**config.mk**
```make
export PLATFORM = sky130hd
export DESIGN_NAME = hea_ram
export DESIGN_NICKNAME = d
export VERILOG_FILES = /design/src/design/hea_ram.sv
export SDC_FILE = /design/constraint.sdc
export NUM_CORES = 1
export LEC_CHECK = 0
export ABC_CLOCK_PERIOD_IN_PS = 2600
export BUFFER_PORTS_ARGS = -buffer_cell sky130_fd_sc_hd__buf_2
export CORE_MARGIN = 3
export CORE_UTILIZATION = 49
export CTS_CLUSTER_DIAMETER = 100
export DETAILED_ROUTE_END_ITERATION = 10
export GPL_TIMING_DRIVEN = 0
export PLACE_DENSITY = 0.75
export SETUP_SLACK_MARGIN = 0.3
export SLEW_MARGIN = 15
export SYNTH_ARGS = -nofsm -noshare
export SYNTH_HDL_FRONTEND = slang
export SYNTH_SLANG_ARGS = --single-unit
```
**constraint.sdc**
```tcl
create_clock -name aclk -period 2.6 [get_ports aclk]
set_input_delay 0.13 -clock aclk [delete_from_list [all_inputs] [get_ports aclk]]
set_output_delay 0.13 -clock aclk [all_outputs]
set_load 0.005 [all_outputs]
```
**src/design/hea_ram.sv**
```systemverilog
// Generic single-port-write, single-port-read RAM with a registered read.
// No dependencies.
module hea_ram #(
    parameter int WIDTH = 8,
    parameter int DEPTH = 16
) (
    input  logic                     aclk,
    input  logic                     we,
    input  logic [$clog2(DEPTH)-1:0] waddr,
    input  logic [WIDTH-1:0]         wdata,
    input  logic                     re,
    input  logic [$clog2(DEPTH)-1:0] raddr,
    output logic [WIDTH-1:0]         rdata
);

    logic [WIDTH-1:0] mem [DEPTH];
    logic [WIDTH-1:0] rdata_reg;

    // Write port
    always_ff @(posedge aclk) begin
        if (we) begin
            mem[waddr] <= wdata;
        end
    end

    // Registered read; hold the data while no read is issued
    always_ff @(posedge aclk) begin
        if (re) begin
            rdata_reg <= mem[raddr];
        end
    end

    assign rdata = rdata_reg;

endmodule

```
==> summary.txt <==
First-pass GRT wire length: 14300 µm
Drt initial violations: 215
Width of the die: 109 µm
CTS Buffer Depth: 2
Multiplexer share of the synthesized area: 0.148
CP Launch Point: mem[5][0]
Seq/Total Area, Yosys: 0.781
Worst IR drop on VDD: 0.492 mV
Least-Margin Pin Slew: 0.835 ns
Filler instances: 746
Post-Synth Simple-Gate Area: 0.0314
Total die area: 0.0119 mm²
Setup CP Type: reg2reg
Critical Path End Type: register
Launch point of the worst reg-to-reg path: mem[5][0]
Commonest non-fill, non-tap cells in the layout: 136 x edfxtp_1, 28 x buf_2, 18 x mux4_2, 16 x a22oi_1, 16 x clkbuf_16
Crit path launch type: register
Min Tclk post-route: 1.58 ns
Die Span Y: 109 µm
Routability cong.: 0.726
Yosys reg bits: 136
DR WL/cell: 22.5 µm
Fmax: 631 MHz
Antenna violations before repair: 0
CTS H-tree depth: 4
CP arrival: 1.83 ns
Main combinational cell family by area after synthesis: multiplexers
Synth Instances: 229
Period utilisation layout: 0.609
Post-Syn Area: 0.00523 mm²
Area of the multi-input gates: 0.00108 mm²
Core Region: 0.0104 mm²
Synth cell types: 18
Initial Util: 0.504
Synth Area in XOR/XNOR: 0
Largest register FFs: 128
Largest net degree at the start of global routing: 17
Final Hold Viols: 0
Sequential fraction of design power: 0.489
FF/Latch Area: 0.00408 mm²
Antenna Nets Post-Route: 0
Clk sink count: 136
Prevailing post-synth register cell: edfxtp_1
CTS buffer count: 17
Via Count: 2414
Crit-path max FO: 1
Hold Startpoint: wdata[0]
Clock latency at the later pin of the worst-skew pair: 0.51 ns
Final #Nets: 295
Fin Hold WS: 0.0260 ns
Placed wire-length estimate: 5860 µm
Vias per inst: 5.69
Vias in the first global route: 2410
Compound-cell area share of the yosys netlist: 0.0230
Yosys warnings: 0
Leakage: 0.00205 µW
Total grt overflow: 0
IO Pins: 27
EDFF count, synth: 136
Synth Area in Adders: 0
Slew Limit Fails: 0
Net switching power: 969 µW
RSZ-0062 raised after global routing: no
Commonest non-fill, non-tap cell in the layout: edfxtp_1
Final std cells w/o fill: 424
Maximum Capacitance Violations: 0
Post-synthesis async set-or-reset flop share: 0
Ant. Diodes: 0
GRT Overall Usage: 0.177
Switch share: 0.191
Area delta synth->final: 17.7%
Final WL: 9550 µm
DRT Pass-1 Iters: 4
Hold/Removal Path Class: in2reg
Setup violators final: 0
Logic gate share of total power: 0.046
Row Count: 37
Port bufs: 25
Final Skew: 0.00593 ns
Share of cells above drive strength 1: 0.292
Cell area power density: 825 mW/mm²
Mean Syn Cell Area: 22.8 µm²
Slew headroom: 0.441
Clock share of power: 0.465
Clock Root Buffer: clkbuf_8
Setup TNS: 0 ns
Worst-path clk slew: 0.06 ns
Dpl cells: 390
Status: complete, no violations
Mapped Nets: 248
Pint: 4110 µW
CTS tree: done
Remaining DRCs: 0
Worst path required time: 2.84 ns
==> cells by family after synthesis <==
kind of cell | Yosys count
flip-flops | 136
multiplexers | 32
AND/OR/NAND/NOR | 35
AO/OA/AOI/OAI | 16
buffers and inverters | 10
==> power by group through the flow <==
stage	sequential (µW)	combinational [µW]	clock, µW
3_5_place_dp	2530	229	0
4_1_cts	2480	234	2390
6_report	2480	233	2360
5_1_grt	2480	253	2480
2_1_floorplan	2530	125	0
3_3_place_gp	2520	222	0
==> what timing repair did <==
item                                   4_1_cts  5_1_grt
buffers inserted                             0        0
endpoints found under the hold margin       30        0
hold buffers                                 3        0
gates resized for setup                      0        0
==> Yosys cell counts (all sizes together), types with 2 or more instances <==
master,n,area share
edfxtp,136,0.78
mux4,32,0.15
a22oi,16,0.023
nor2,13,0.0093
nand2,9,0.0065
buf,7,0.011
nor3,4,0.0038
clkdlybuf4s25,3,0.0057
nand2b,2,0.0024
nand3b,2,0.0029
==> area by class of cell <==
class,instances,area share
Clock buffer,20,0.0691
Multi-Input combinational cell,83,0.175
Tap cell,136,0.0277
Clock inverter,11,0.0252
Sequential cell,136,0.664
Timing Repair Buffer,28,0.0252
Buffer,10,0.0140
==> worst max-delay path, stage by stage (launching register included) <==
cell      delay, ns
edfxtp_1       0.35
mux4_1         0.55
a22oi_1        0.30
nand2_1        0.12
==> layer usage <==
layer | up-vias | part of all wire | track usage
met5 | - | 0 | 0
li1 | 1073 | - | -
met4 | 0 | 0.017 | 0.0703
met1 | 1234 | 0.44 | 0.251
met3 | 14 | 0.064 | 0.0497
met2 | 93 | 0.48 | 0.262
==> stage by stage <==
step	total power [µW]	util	setup slack, ns	instance area [µm²]
after floorplan	2650	-	0.977	5230
after global placement	2750	0.533	0.435	5520
after detailed placement	2760	0.533	0.662	5530
after CTS	5100	0.592	1.00	6140
after global routing	5220	0.593	0.971	6150
final	5070	0.593	1.02	6150
==> path summary, 6_finish.rpt <==
path               end  slack [ns]  cells after the start
max           rdata[0]        1.02                      3
min          mem[8][0]        0.03                      1
max reg2reg   rdata[0]        1.02                      3
min reg2reg   rdata[2]        0.76                      3
(Power assumes the default switching activity.)
